`config.mk`:
```
export PLATFORM = sky130hd
export DESIGN_NAME = arm_thumb_relocation_patcher
export DESIGN_NICKNAME = d
export VERILOG_FILES = /design/src/sv/atrp_pkg.sv /design/src/sv/atrp_cfg.sv /design/src/sv/atrp_core.sv /design/src/sv/arm_thumb_relocation_patcher.sv
export SDC_FILE = /design/constraint.sdc
export NUM_CORES = 2
export LEC_CHECK = 0
export BUFFER_PORTS_ARGS = -buffer_cell sky130_fd_sc_hd__buf_2
export CAP_MARGIN = 20
export CELL_PAD_IN_SITES_DETAIL_PLACEMENT = 1
export CELL_PAD_IN_SITES_GLOBAL_PLACEMENT = 2
export CORE_ASPECT_RATIO = 0.9
export CORE_MARGIN = 2
export CORE_UTILIZATION = 39
export DETAILED_ROUTE_END_ITERATION = 7
export PLACE_DENSITY = 0.88
export SKIP_LAST_GASP = 1
export SLEW_MARGIN = 10
export SYNTH_ARGS = -nofsm -noshare
export SYNTH_HDL_FRONTEND = slang
export SYNTH_SLANG_ARGS = --single-unit
```
`constraint.sdc`:
```
create_clock -name clk -period 6.85 [get_ports clk]
set_input_delay 0.3425 -clock clk [delete_from_list [all_inputs] [get_ports clk]]
set_output_delay 0.3425 -clock clk [all_outputs]
set_load 0.005 [all_outputs]
```
`src/sv/atrp_pkg.sv`:
```
// ----------------------------------------------------------------------------
// ARM relocation patcher package
// Item types, configuration types, relocation codes and field constants
// that are shared by the patcher modules.
// ----------------------------------------------------------------------------
`default_nettype none

package atrp_pkg;

    localparam int CfgIndexWidth = 3;
    localparam int CfgDataWidth  = 32;

    typedef enum logic [CfgIndexWidth-1:0] {
        CFG_BLX_AVAILABLE  = 3'd0,
        CFG_GOT_BASE       = 3'd1,
        CFG_PLT_BASE       = 3'd2,
        CFG_PLT_BYTES      = 3'd3,
        CFG_OUTPUT_DYNAMIC = 3'd4
    } cfg_index_t;

    typedef struct packed {
        logic        blx_available;
        logic [31:0] got_base;
        logic [31:0] plt_base;
        logic [23:0] plt_bytes;
        logic        output_dynamic;
    } cfg_t;

    typedef struct packed {
        logic [7:0]  func;
        logic [31:0] insn_word;
        logic [31:0] place_addr;
        logic [31:0] sym_value;
        logic        sym_weak_undef;
        logic        sym_absolute;
        logic        sym_dynamic;
        logic [23:0] sym_got_offset;
    } req_t;

    typedef struct packed {
        logic [31:0] new_word;
        logic [1:0]  status;
        logic [1:0]  dyn_reloc;
    } rsp_t;

    localparam logic [1:0] STATUS_OK      = 2'd0;
    localparam logic [1:0] STATUS_RANGE   = 2'd1;
    localparam logic [1:0] STATUS_UNKNOWN = 2'd2;

    localparam logic [1:0] DYN_NONE     = 2'd0;
    localparam logic [1:0] DYN_ABS32    = 2'd1;
    localparam logic [1:0] DYN_RELATIVE = 2'd2;

    localparam logic [7:0] R_NONE            = 8'd0;
    localparam logic [7:0] R_PC24            = 8'd1;
    localparam logic [7:0] R_ABS32           = 8'd2;
    localparam logic [7:0] R_REL32           = 8'd3;
    localparam logic [7:0] R_THM_PC22        = 8'd10;
    localparam logic [7:0] R_THM_PC8         = 8'd11;
    localparam logic [7:0] R_COPY            = 8'd20;
    localparam logic [7:0] R_GLOB_DAT        = 8'd21;
    localparam logic [7:0] R_JUMP_SLOT       = 8'd22;
    localparam logic [7:0] R_RELATIVE        = 8'd23;
    localparam logic [7:0] R_GOTOFF          = 8'd24;
    localparam logic [7:0] R_GOTPC           = 8'd25;
    localparam logic [7:0] R_GOT32           = 8'd26;
    localparam logic [7:0] R_PLT32           = 8'd27;
    localparam logic [7:0] R_CALL            = 8'd28;
    localparam logic [7:0] R_JUMP24          = 8'd29;
    localparam logic [7:0] R_THM_JUMP24      = 8'd30;
    localparam logic [7:0] R_TARGET1         = 8'd38;
    localparam logic [7:0] R_V4BX            = 8'd40;
    localparam logic [7:0] R_PREL31          = 8'd42;
    localparam logic [7:0] R_MOVW_ABS_NC     = 8'd43;
    localparam logic [7:0] R_MOVT_ABS        = 8'd44;
    localparam logic [7:0] R_MOVW_PREL_NC    = 8'd45;
    localparam logic [7:0] R_MOVT_PREL       = 8'd46;
    localparam logic [7:0] R_THM_MOVW_ABS_NC = 8'd47;
    localparam logic [7:0] R_THM_MOVT_ABS    = 8'd48;
    localparam logic [7:0] R_THM_JUMP6       = 8'd52;
    localparam logic [7:0] R_THM_ALU_PREL    = 8'd53;
    localparam logic [7:0] R_THM_PC12        = 8'd54;
    localparam logic [7:0] R_GOT_PREL        = 8'd96;

    localparam logic [7:0]  ARM_BL_OPCODE   = 8'heb;
    localparam logic [6:0]  ARM_BLX_PREFIX  = 7'h7d;
    localparam logic [15:0] THM_NOP         = 16'hbf00;
    localparam logic [15:0] ALU_HI_KEEP     = 16'hfb0f;
    localparam logic [15:0] ALU_LO_KEEP     = 16'h8f00;
    localparam logic [15:0] ALU_SUB_BITS    = 16'h00a0;
    localparam logic [15:0] LDR_U_CLEAR     = 16'hff7f;
    localparam logic [15:0] BR_HI_KEEP      = 16'hf800;
    localparam logic [15:0] BR_LO_KEEP      = 16'hd000;
    localparam logic [31:0] MOV_KEEP        = 32'hfff0f000;
    localparam logic [31:0] BX_MASK         = 32'h0ffffff0;
    localparam logic [31:0] BX_PATTERN      = 32'h012fff10;
    localparam logic [31:0] BX_TO_MOV       = 32'he12fff10 ^ 32'he1a0f000;

endpackage : atrp_pkg

`default_nettype wire

```
`src/sv/atrp_cfg.sv`:
```
// ----------------------------------------------------------------------------
// ARM relocation patcher configuration registers
// Holds the link-time settings written through the plain write port.
// ----------------------------------------------------------------------------
`default_nettype none

module atrp_cfg
    import atrp_pkg::*;
(
    input  wire logic                     clk,
    input  wire logic                     rst_n,
    input  wire logic                     cfg_we,
    input  wire logic [CfgIndexWidth-1:0] cfg_index,
    input  wire logic [CfgDataWidth-1:0]  cfg_data,
    output cfg_t                          cfg
);

    cfg_t cfg_reg;
    cfg_t cfg_next;

    always_comb
    begin
        cfg_next = cfg_reg;
        if (cfg_we)
        begin
            case (cfg_index_t'(cfg_index))
                CFG_BLX_AVAILABLE:  cfg_next.blx_available  = cfg_data[0];
                CFG_GOT_BASE:       cfg_next.got_base       = cfg_data;
                CFG_PLT_BASE:       cfg_next.plt_base       = cfg_data;
                CFG_PLT_BYTES:      cfg_next.plt_bytes      = cfg_data[23:0];
                CFG_OUTPUT_DYNAMIC: cfg_next.output_dynamic = cfg_data[0];
                default:            cfg_next = cfg_reg;
            endcase
        end
    end

    always_ff @(posedge clk or negedge rst_n)
    begin
        if (!rst_n)
        begin
            cfg_reg.blx_available  <= 1'b1;
            cfg_reg.got_base       <= '0;
            cfg_reg.plt_base       <= '0;
            cfg_reg.plt_bytes      <= '0;
            cfg_reg.output_dynamic <= 1'b0;
        end
        else
        begin
            cfg_reg <= cfg_next;
        end
    end

    assign cfg = cfg_reg;

endmodule : atrp_cfg

`default_nettype wire

```
`src/sv/atrp_core.sv`:
```
// ----------------------------------------------------------------------------
// ARM relocation patcher datapath
// Combinational patch of one relocation item: field extraction, offset
// arithmetic, range checks and reinsertion of the new fields.
// ----------------------------------------------------------------------------
`default_nettype none

module atrp_core
    import atrp_pkg::*;
(
    input  cfg_t cfg,
    input  req_t req,
    output rsp_t rsp
);

    always_comb
    begin
        logic [31:0] w;
        logic [31:0] val;
        logic [31:0] place;
        logic [15:0] hi;
        logic [15:0] lo;
        logic [31:0] vsp;
        logic [31:0] x;
        logic [31:0] d;
        logic [31:0] mag;
        logic        neg;
        logic        is_call;
        logic        to_plt;
        logic        s;
        logic        i1;
        logic        i2;
        logic [15:0] y;
        logic [31:0] tx;
        logic [1:0]  status;
        logic [1:0]  dr;

        w      = req.insn_word;
        val    = req.sym_value;
        place  = req.place_addr;
        hi     = w[15:0];
        lo     = w[31:16];
        vsp    = val - place;
        d      = val - ({place[31:2], 2'b00} + 32'd4);
        neg    = d[31];
        mag    = neg ? (32'd0 - d) : d;
        status = STATUS_OK;
        dr     = DYN_NONE;
        x      = '0;
        is_call = 1'b0;
        to_plt  = 1'b0;
        s  = 1'b0;
        i1 = 1'b0;
        i2 = 1'b0;
        y  = '0;
        tx = '0;

        case (req.func)
            R_PC24, R_CALL, R_JUMP24, R_PLT32:
            begin
                is_call = (req.func == R_CALL) ||
                          ((req.func == R_PC24) && (w[31:24] == ARM_BL_OPCODE));
                x = {{6{w[23]}}, w[23:0], 2'b00} + vsp;
                if (((x[1:0] != 2'b00) && (!cfg.blx_available || !is_call)) ||
                    ((x[31:25] != 7'h00) && (x[31:25] != 7'h7f)))
                begin
                    status = STATUS_RANGE;
                end
                if (val[0])
                begin
                    w = {ARM_BLX_PREFIX, x[1], x[25:2]};
                end
                else
                begin
                    w = {w[31:24], x[25:2]};
                end
            end
            R_THM_JUMP6:
            begin
                if (!req.sym_weak_undef)
                begin
                    x = vsp - 32'd4;
                    if (x[31])
                    begin
                        hi = THM_NOP;
                    end
                    else
                    begin
                        if (x[30:7] != '0)
                        begin
                            status = STATUS_RANGE;
                        end
                        hi = hi | {6'b0, x[6], 1'b0, x[5:1], 3'b000};
                    end
                    w = {lo, hi};
                end
            end
            R_THM_ALU_PREL:
            begin
                if (!req.sym_weak_undef)
                begin
                    if (mag[31:12] != '0)
                    begin
                        status = STATUS_RANGE;
                    end
                    hi = (hi & ALU_HI_KEEP) | {5'b0, mag[11], 10'b0} |
                         (neg ? ALU_SUB_BITS : 16'h0000);
                    lo = (lo & ALU_LO_KEEP) | {1'b0, mag[10:8], 4'b0, mag[7:0]};
                    w = {lo, hi};
                end
            end
            R_THM_PC12, R_THM_PC8:
            begin
                if (!req.sym_weak_undef)
                begin
                    if (neg)
                    begin
                        hi = hi & LDR_U_CLEAR;
                    end
                    if (req.func == R_THM_PC12)
                    begin
                        if (mag[31:12] != '0)
                        begin
                            status = STATUS_RANGE;
                        end
                        lo = lo | {4'b0, mag[11:0]};
                    end
                    else
                    begin
                        if (mag[31:10] != '0)
                        begin
                            status = STATUS_RANGE;
                        end
                        lo = lo | {8'b0, mag[9:2]};
                    end
                    w = {lo, hi};
                end
            end
            R_THM_PC22, R_THM_JUMP24:
            begin
                if (!req.sym_weak_undef)
                begin
                    is_call = (req.func == R_THM_PC22);
                    to_plt  = (cfg.plt_bytes != '0) &&
                              ((val - cfg.plt_base) < {8'b0, cfg.plt_bytes});
                    s  = hi[10];
                    i1 = ~(lo[13] ^ s);
                    i2 = ~(lo[11] ^ s);
                    x = {{7{s}}, s, i1, i2, hi[9:0], lo[10:0], 1'b0} + vsp;
                    if ((x[31:24] != 8'h00) && (x[31:24] != 8'hff) &&
                        (val[1] || (!is_call && !to_plt)))
                    begin
                        status = STATUS_RANGE;
                    end
                    s  = x[24];
                    i1 = x[23];
                    i2 = x[22];
                    hi = (hi & BR_HI_KEEP) | {5'b0, s, x[21:12]};
                    lo = (lo & BR_LO_KEEP) |
                         {2'b00, ~(s ^ i1), ~is_call, ~(s ^ i2), x[11:1]};
                    w = {lo, hi};
                end
            end
            R_MOVT_ABS, R_MOVW_ABS_NC:
            begin
                y = (req.func == R_MOVT_ABS) ? val[31:16] : val[15:0];
                w = w + {12'b0, y[15:12], 4'b0, y[11:0]};
            end
            R_MOVT_PREL, R_MOVW_PREL_NC:
            begin
                x = vsp + {{16{w[19]}}, w[19:16], w[11:0]};
                y = (req.func == R_MOVT_PREL) ? x[31:16] : x[15:0];
                w = (w & MOV_KEEP) | {12'b0, y[15:12], 4'b0, y[11:0]};
            end
            R_THM_MOVT_ABS, R_THM_MOVW_ABS_NC:
            begin
                y  = (req.func == R_THM_MOVT_ABS) ? val[31:16] : val[15:0];
                tx = {1'b0, y[10:8], 4'b0, y[7:0], 5'b0, y[11], 6'b0, y[15:12]};
                if (req.func == R_THM_MOVT_ABS)
                begin
                    w = w | tx;
                end
                else
                begin
                    w = w + tx;
                end
            end
            R_PREL31:
            begin
                x = {w[30], w[30:0]} + vsp;
                if (x[31] != x[30])
                begin
                    status = STATUS_RANGE;
                end
                w = {w[31], x[30:0]};
            end
            R_ABS32, R_TARGET1:
            begin
                if (cfg.output_dynamic && req.sym_dynamic)
                begin
                    dr = DYN_ABS32;
                    if (req.sym_absolute)
                    begin
                        w = w + val;
                    end
                end
                else
                begin
                    if (cfg.output_dynamic)
                    begin
                        dr = DYN_RELATIVE;
                    end
                    w = w + val;
                end
            end
            R_REL32:
            begin
                w = w + vsp;
            end
            R_GOTPC:
            begin
                w = w + (cfg.got_base - place);
            end
            R_GOTOFF:
            begin
                w = w + (val - cfg.got_base);
            end
            R_GOT32:
            begin
                w = {8'b0, req.sym_got_offset};
            end
            R_GOT_PREL:
            begin
                w = cfg.got_base + {8'b0, req.sym_got_offset} - place - 32'd8;
            end
            R_V4BX:
            begin
                if ((w & BX_MASK) == BX_PATTERN)
                begin
                    w = w ^ BX_TO_MOV;
                end
            end
            R_GLOB_DAT, R_JUMP_SLOT:
            begin
                w = val;
            end
            R_NONE, R_COPY, R_RELATIVE:
            begin
                w = req.insn_word;
            end
            default:
            begin
                status = STATUS_UNKNOWN;
            end
        endcase

        rsp.new_word  = w;
        rsp.status    = status;
        rsp.dyn_reloc = dr;
    end

endmodule : atrp_core

`default_nettype wire

```
`src/sv/arm_thumb_relocation_patcher.sv`:
```
// ----------------------------------------------------------------------------
// ARM and Thumb relocation patcher
// Applies one ELF ARM relocation to the word at its place and reports the
// patched word, a range status and the dynamic relocation to emit.
//
// An item is accepted at a rising edge where start is high and busy is low.
// Busy never rises, so a new item may be given in every cycle.
// The accepted item is held in an input register; the patch logic runs in
// the following cycle and its result is captured in the result register.
// The result appears on rsp with done high for exactly one cycle, from the
// edge after the accepting edge, and items leave in the order they came.
// The sustained rate is one item per clock, set by the single pass through
// the patch logic between the two registers.
// The receiver cannot hold results off, so nothing ever stalls.
// The configuration registers are written through cfg_we, cfg_index and
// cfg_data; the user must do so only while no item is in flight (unenforced).
// Reset clears the pipeline valid flags and loads the register defaults:
// BLX allowed, GOT and PLT bases zero, no PLT, static output.
// ----------------------------------------------------------------------------
`default_nettype none

module arm_thumb_relocation_patcher
    import atrp_pkg::*;
(
    input  wire logic                     clk,
    input  wire logic                     rst_n,
    input  wire logic                     start,
    output logic                          busy,
    input  req_t                          req,
    output logic                          done,
    output rsp_t                          rsp,
    input  wire logic                     cfg_we,
    input  wire logic [CfgIndexWidth-1:0] cfg_index,
    input  wire logic [CfgDataWidth-1:0]  cfg_data
);

    cfg_t cfg;
    req_t req_reg;
    logic req_valid_reg;
    rsp_t rsp_next;
    rsp_t rsp_reg;
    logic done_reg;

    atrp_cfg u_cfg (
        .clk       (clk),
        .rst_n     (rst_n),
        .cfg_we    (cfg_we),
        .cfg_index (cfg_index),
        .cfg_data  (cfg_data),
        .cfg       (cfg)
    );

    atrp_core u_core (
        .cfg (cfg),
        .req (req_reg),
        .rsp (rsp_next)
    );

    assign busy = 1'b0;

    always_ff @(posedge clk or negedge rst_n)
    begin
        if (!rst_n)
        begin
            req_valid_reg <= 1'b0;
            done_reg      <= 1'b0;
        end
        else
        begin
            req_valid_reg <= start && !busy;
            done_reg      <= req_valid_reg;
        end
    end

    always_ff @(posedge clk)
    begin
        if (start && !busy)
        begin
            req_reg <= req;
        end
        if (req_valid_reg)
        begin
            rsp_reg <= rsp_next;
        end
    end

    assign done = done_reg;
    assign rsp  = rsp_reg;

endmodule : arm_thumb_relocation_patcher

`default_nettype wire
```
Word level (Yosys, flattened, before mapping)
Index checks and enable logic that the tools add are counted.
W data, S select, Z words.
- bits of input ports: 170
- bits in latches: 0
- output and inout port bits: 38
- logic and storage cells: 173
- flip-flop bits (word level): 259
- memories kept: 0
- memory bits (writable): 0
- ROM bits: 0
- mux-type cells: 33
- reductions and logical operators: 40
- bitwise logic cells: 21
- $add $sub $neg: 21
- eq/ne operators: 38
- $lt $le $gt $ge: 1
- multiply operators: 0
- divide/modulo/power cells: 0
- shift operators: 0
- operator list (operator ; number):
    $pmux W32 S17 ; 1
    $add A32 B32 Y32 ; 8
    $mux W32 ; 8
    $sub A32 B32 Y32 ; 6
    $eq A8 B6 Y1 const B ; 12
    $mux W16 ; 6
    $eq A8 B5 Y1 const B ; 11
    $reduce_bool A24 Y1 ; 2
    $add A32 B20 Y32 ; 1
    $add A32 B24 Y32 ; 1
    $add A32 B3 Y32 const B ; 1
    $add A32 B31 Y32 ; 1
    $lt A32 B24 Y1 ; 1
    $or A16 B11 Y16 ; 2
    $or A32 B20 Y32 ; 1
    $or A32 B31 Y32 ; 1
    $sub A1 B32 Y32 const A ; 1
    $sub A32 B3 Y32 const B ; 1
    $sub A32 B4 Y32 const B ; 1
    $eq A24 B21 Y1 const B ; 1
    $mux W24 ; 1
    $reduce_bool A22 Y1 ; 1
    $reduce_bool A20 Y1 ; 1
    $reduce_or A19 Y1 ; 1
    35 further kinds ; 83

Longest topological paths before layout
- depth after elaboration: 10
- mapped depth: 26
- mapped depth without buffers: 26

Hierarchy
A second synthesis with hierarchy kept.
- cell total of the unflattened synthesis: 4662
- area total of the unflattened synthesis: 38273.0 um2
- modules (own cells, without submodules) (module ; area an instance (um2) ; cells an instance ; times used ; seq. area each (um2)):
    atrp_core ; 29485.8 ; 4296 ; 1 ; 0.0
    arm_thumb_relocation_patcher ; 5076.1 ; 171 ; 1 ; 5064.9
    atrp_cfg ; 3711.1 ; 195 ; 1 ; 2253.4

Least setup slack after synthesis
No wires, ideal clock.
- kind: reg2reg
- start: register req_reg[27] (netlist bit)
- end: register rsp_reg (netlist bit rsp[2]), data pin
- path buffers: 1
- clock period less this slack: 5.655 ns
- library setup time: 0.265 ns
- stages on the path, launching flop included: 27
- data arrival time: 5.389 ns
- path slack: 1.195 ns
- required time: 6.585 ns
- cells stage by stage: edfxtp_1 -> inv_1 -> ha_1 -> inv_1 -> fa_1 -> a211oi_2 -> o21ai_2 -> a31oi_4 -> nor2_1 -> o41ai_2 -> xnor2_1 -> ha_1 -> clkbuf_1 -> nand2_1 -> o21ai_0 -> o2bb2ai_1 -> and3b_1 -> a311oi_1 -> a211o_1 -> a21o_1 -> a21oi_1 -> o21ai_1 -> a31oi_1 -> xnor2_1 -> or4_1 -> nand3_1 -> nand4_1
- RTL lines (item ; line ; RTL):
    from (decl) ; arm_thumb_relocation_patcher.sv:38 ; req_t req_reg;
    from (signal assigned) ; arm_thumb_relocation_patcher.sv:79 ; req_reg <= req;
    to (signal assigned) ; arm_thumb_relocation_patcher.sv:83 ; rsp_reg <= rsp_next;
    to (decl) ; arm_thumb_relocation_patcher.sv:41 ; rsp_t rsp_reg;

==> reports/qor.yml <==
run_status:
  status: "complete, no violations"
finish:
  largest_reg_flops: 131
  drive_gt1_share_pct: 12.1
  seqCellArea_um2: 7320
  multi_input_area_um2: 28100
  fillers: 11800
  fin_nets: 6010
  area_growth_pct: 17.6
global_routing:
  grt_antenna_before_repair: 23
  grt_max_degree: 80
  first_global_vias: 41300
  grt_pass1_wl_um: 302000
  grt_remaining_overflow: 0
  gr-usage-all-layers_pct: 42.0
timing:
  slew_viol_final: 0
  setup_ws_ns: 0.265
  grt_setup_unrepaired: "true"
  setup_viol: 0
  fin_crit_ns: 6.58
  tightest_slew_ns: 1.22
  fmax_ghz: 0.152
  timing.final.crit_share_pct: 96.1
  relSlewSlack_pct: 17.9
  report.final.hold_viol_count: 0
  fin_worst_skew_ns: 0.0341
cts:
  cts-htree-levels: 2
  cts_buffer_depth: 3
  clockRootBuffer: "clkbuf_16"
  cts_buffers: 37
  cts_sinks: 259
  clkTransAtPathRegs_ns: 0.07
  cts_tree: "yes"
  post-cts-setup-buffers: 0
  clock_latency_ns: 0.63
route:
  drt-wirelength-per-cell_um: 32.8
  met1_length_um: 86700
  route.detailed.drc: 0
  antenna_left: 0
  met2_length_um: 91200
  routed.top_layer: "met5"
  vias_per_cell: 6.37
  wl_met3_um: 20500
  totalWireLength_um: 215000
  drtPass1Iterations: 8
  vias: 41800
  drtIter0Drc: 4594
worst_hold_path:
  whs_path_depth: 3
  worstHoldPathType: "primary input to flop"
  min_to: "u_cfg.cfg[30]"
  min-delay-start: "cfg_data[5]"
power:
  design_power_total_mw: 14.8
  leakage_nw: 20.1
  max-vdd-ir-drop_mv: 0.255
  powerDensity_nw_per_um2: 331
logic_synthesis:
  synthCells: 4771
  synthArstFlopShare_pct: 35.5
  yosys_warnings: 0
  ys.flop_type: "edfxtp_1"
  synth_top_cell_area_share_pct: 15.9
  syn-cell-area_um2: 38000
  ys_ff_latch: 259
  avgSynthCellArea_um2: 7.96
  yosysUniqueCellTypes: 127
  yosysTopAreaCell: "ha_1"
  synth_edf_count: 167
  synth_seq_area_share_pct: 19.3
  yosys-top-cells-area: "ha_1, edfxtp_1, dfrtp_1"
  syn_nets: 5519
setup_path:
  r2r_slack_ns: 0.27
  reg2reg_depth: 21
  setup.worst_path.start_class: "flop"
  rr_startpoint: "req_reg[124]"
  critical_path.max_fanout: 11
  reg2reg_to: "rsp[32]"
  arrival_ns: 6.93
  required_ns: 7.19
  critPathKind: "flop to flop"
  end_kind: "flop"
floorplan:
  die_area_um2: 99900
  coreArea_um2: 96500
  io_pins: 208
  die_x_um: 333
  chipHeight_um: 300
  rows: 108
  initial_core_util_pct: 39.4
flow_run:
  maxCapViolCount: 0
placement:
  gp_routability_congestion: 1.08
  place_ws_ns: 0.282
  dp_hpwl_um: 175000
  portBuffers: 206
==> power by group <==
| part | total (mW) | switching [mW] | internal [mW] |
|---|---|---|---|
| registers | 2.18 | 0.281 | 1.90 |
| clock network | 2.08 | 0.904 | 1.18 |
| logic | 10.5 | 6.74 | 3.76 |
| total | 14.8 | 7.93 | 6.84 |
==> metal layers <==
metal  vias up  track usage [%]
li1      18300                -
met1     20700             53.5
met2      2231             63.4
met3       587             10.0
met4        16             27.8
met5         -                0
==> metrics by stage <==
step / util, % / hold slack [ns] / instances / cell area (um2) / TNS, ns
global route: 46.3 / 0.0217 / 6555 / 44600 / -0.183
CTS: 46.2 / 0.00214 / 6554 / 44600 / 0
global placement: 43.4 / 0.320 / 6335 / 41900 / 0
floorplan: - / 0.0469 / 4771 / 38000 / 0
finish: 46.3 / 0.0139 / 6565 / 44700 / 0
detailed placement: 43.4 / 0.322 / 6335 / 41900 / 0
==> layout by cell type (no fill, tap or decap), drive strengths merged, types with 38 or more instances in the layout <==
cell / instances
inv: 572
ha: 484
buf: 436
a21oi: 384
nor2: 357
nand2: 346
o21ai: 338
xnor2: 202
edfxtp: 167
dlygate4sd3: 152
nor3: 135
nand3: 128
a21o: 119
xor2: 103
fa: 94
dfrtp: 91
nor2b: 71
o21a: 58
nand2b: 57
a211oi: 57
clkbuf: 49
nand4: 48
o211ai: 47
a31oi: 45
a221oi: 44
or3: 44
nor4: 40
o21bai: 39
and3: 38
==> what timing repair did <==
| action | CTS | global route |
|---|---|---|
| resized for setup | 0 | 11 |
| setup endpoints to repair | 0 | 8 |
| hold endpoints to repair | 187 | 0 |
| hold buffers | 152 | 0 |
==> worst max-delay path, stage by stage, from the launching register on <==
cell,delay [ns]
edfxtp_1,0.46
nor4_2,0.45
and4_1,0.83
nand2_1,0.11
o21ai_0,0.40
ha_1,0.32
inv_1,0.06
fa_1,0.42
nor2b_1,0.17
o21ai_0,0.15
a21oi_1,0.50
o211ai_1,0.28
a21oi_1,0.34
o211ai_1,0.12
nand2_1,0.08
a21o_1,0.17
and3_1,0.21
xor2_1,0.10
a2111oi_0,0.45
o211ai_1,0.23
a311oi_1,0.28
o221ai_1,0.15
==> area by class of cell <==
class	count	share of cell area (%)
multi-input cells	3806	62.9
flip-flops and latches	259	16.4
repair buffers	589	9.65
inverters	569	4.78
well taps	1265	3.54
clock buffers	48	2.21
clock inverters	19	0.515
diodes	10	0.0560
==> how the worst max path moves through the flow <==
stage / slack, ns / start / endpoint / cells after the start
3_3_place_gp: 0.29 / req_reg[36] / rsp[22] / 24
6_report: 0.27 / req_reg[124] / rsp[32] / 21
3_5_place_dp: 0.28 / req_reg[36] / rsp[22] / 24
4_1_cts: 0.25 / req_reg[27] / rsp[14] / 23
2_1_floorplan: 1.20 / req_reg[27] / rsp[2] / 26
5_1_grt: -0.18 / req_reg[129] / rsp[34] / 28
==> cell families (layout without fill, tap and decap cells) <==
kind of cell    Yosys count  after routing  share of synthesized area, %
buf+inv                 706           1225                          7.06
simple gates           1387           1387                          18.0
flops                   259            259                          19.3
compound gates         1475           1475                          25.9
fa+ha+maj               578            578                          20.9
xor+xnor                307            307                          7.17
other cells               1             11                       0.00987
mux                      58             58                          1.63
==> cell usage after synthesis (45+ instances only) <==
cell      number
clkbuf_1     110
xor2_1       102
edfxtp_1     167
xnor2_1      202
nand2b_1      56
nor3_1       132
inv_1        569
a21o_1       119
nand3_1      128
nor2_1       356
dfrtp_1       91
o211ai_1      45
a21oi_1      382
nand2_1      346
fa_1          94
a211oi_1      51
o21ai_0      318
nor2b_1       69
ha_1         484
nand4_1       48
o21a_1        58
(Power assumes the default switching activity.)
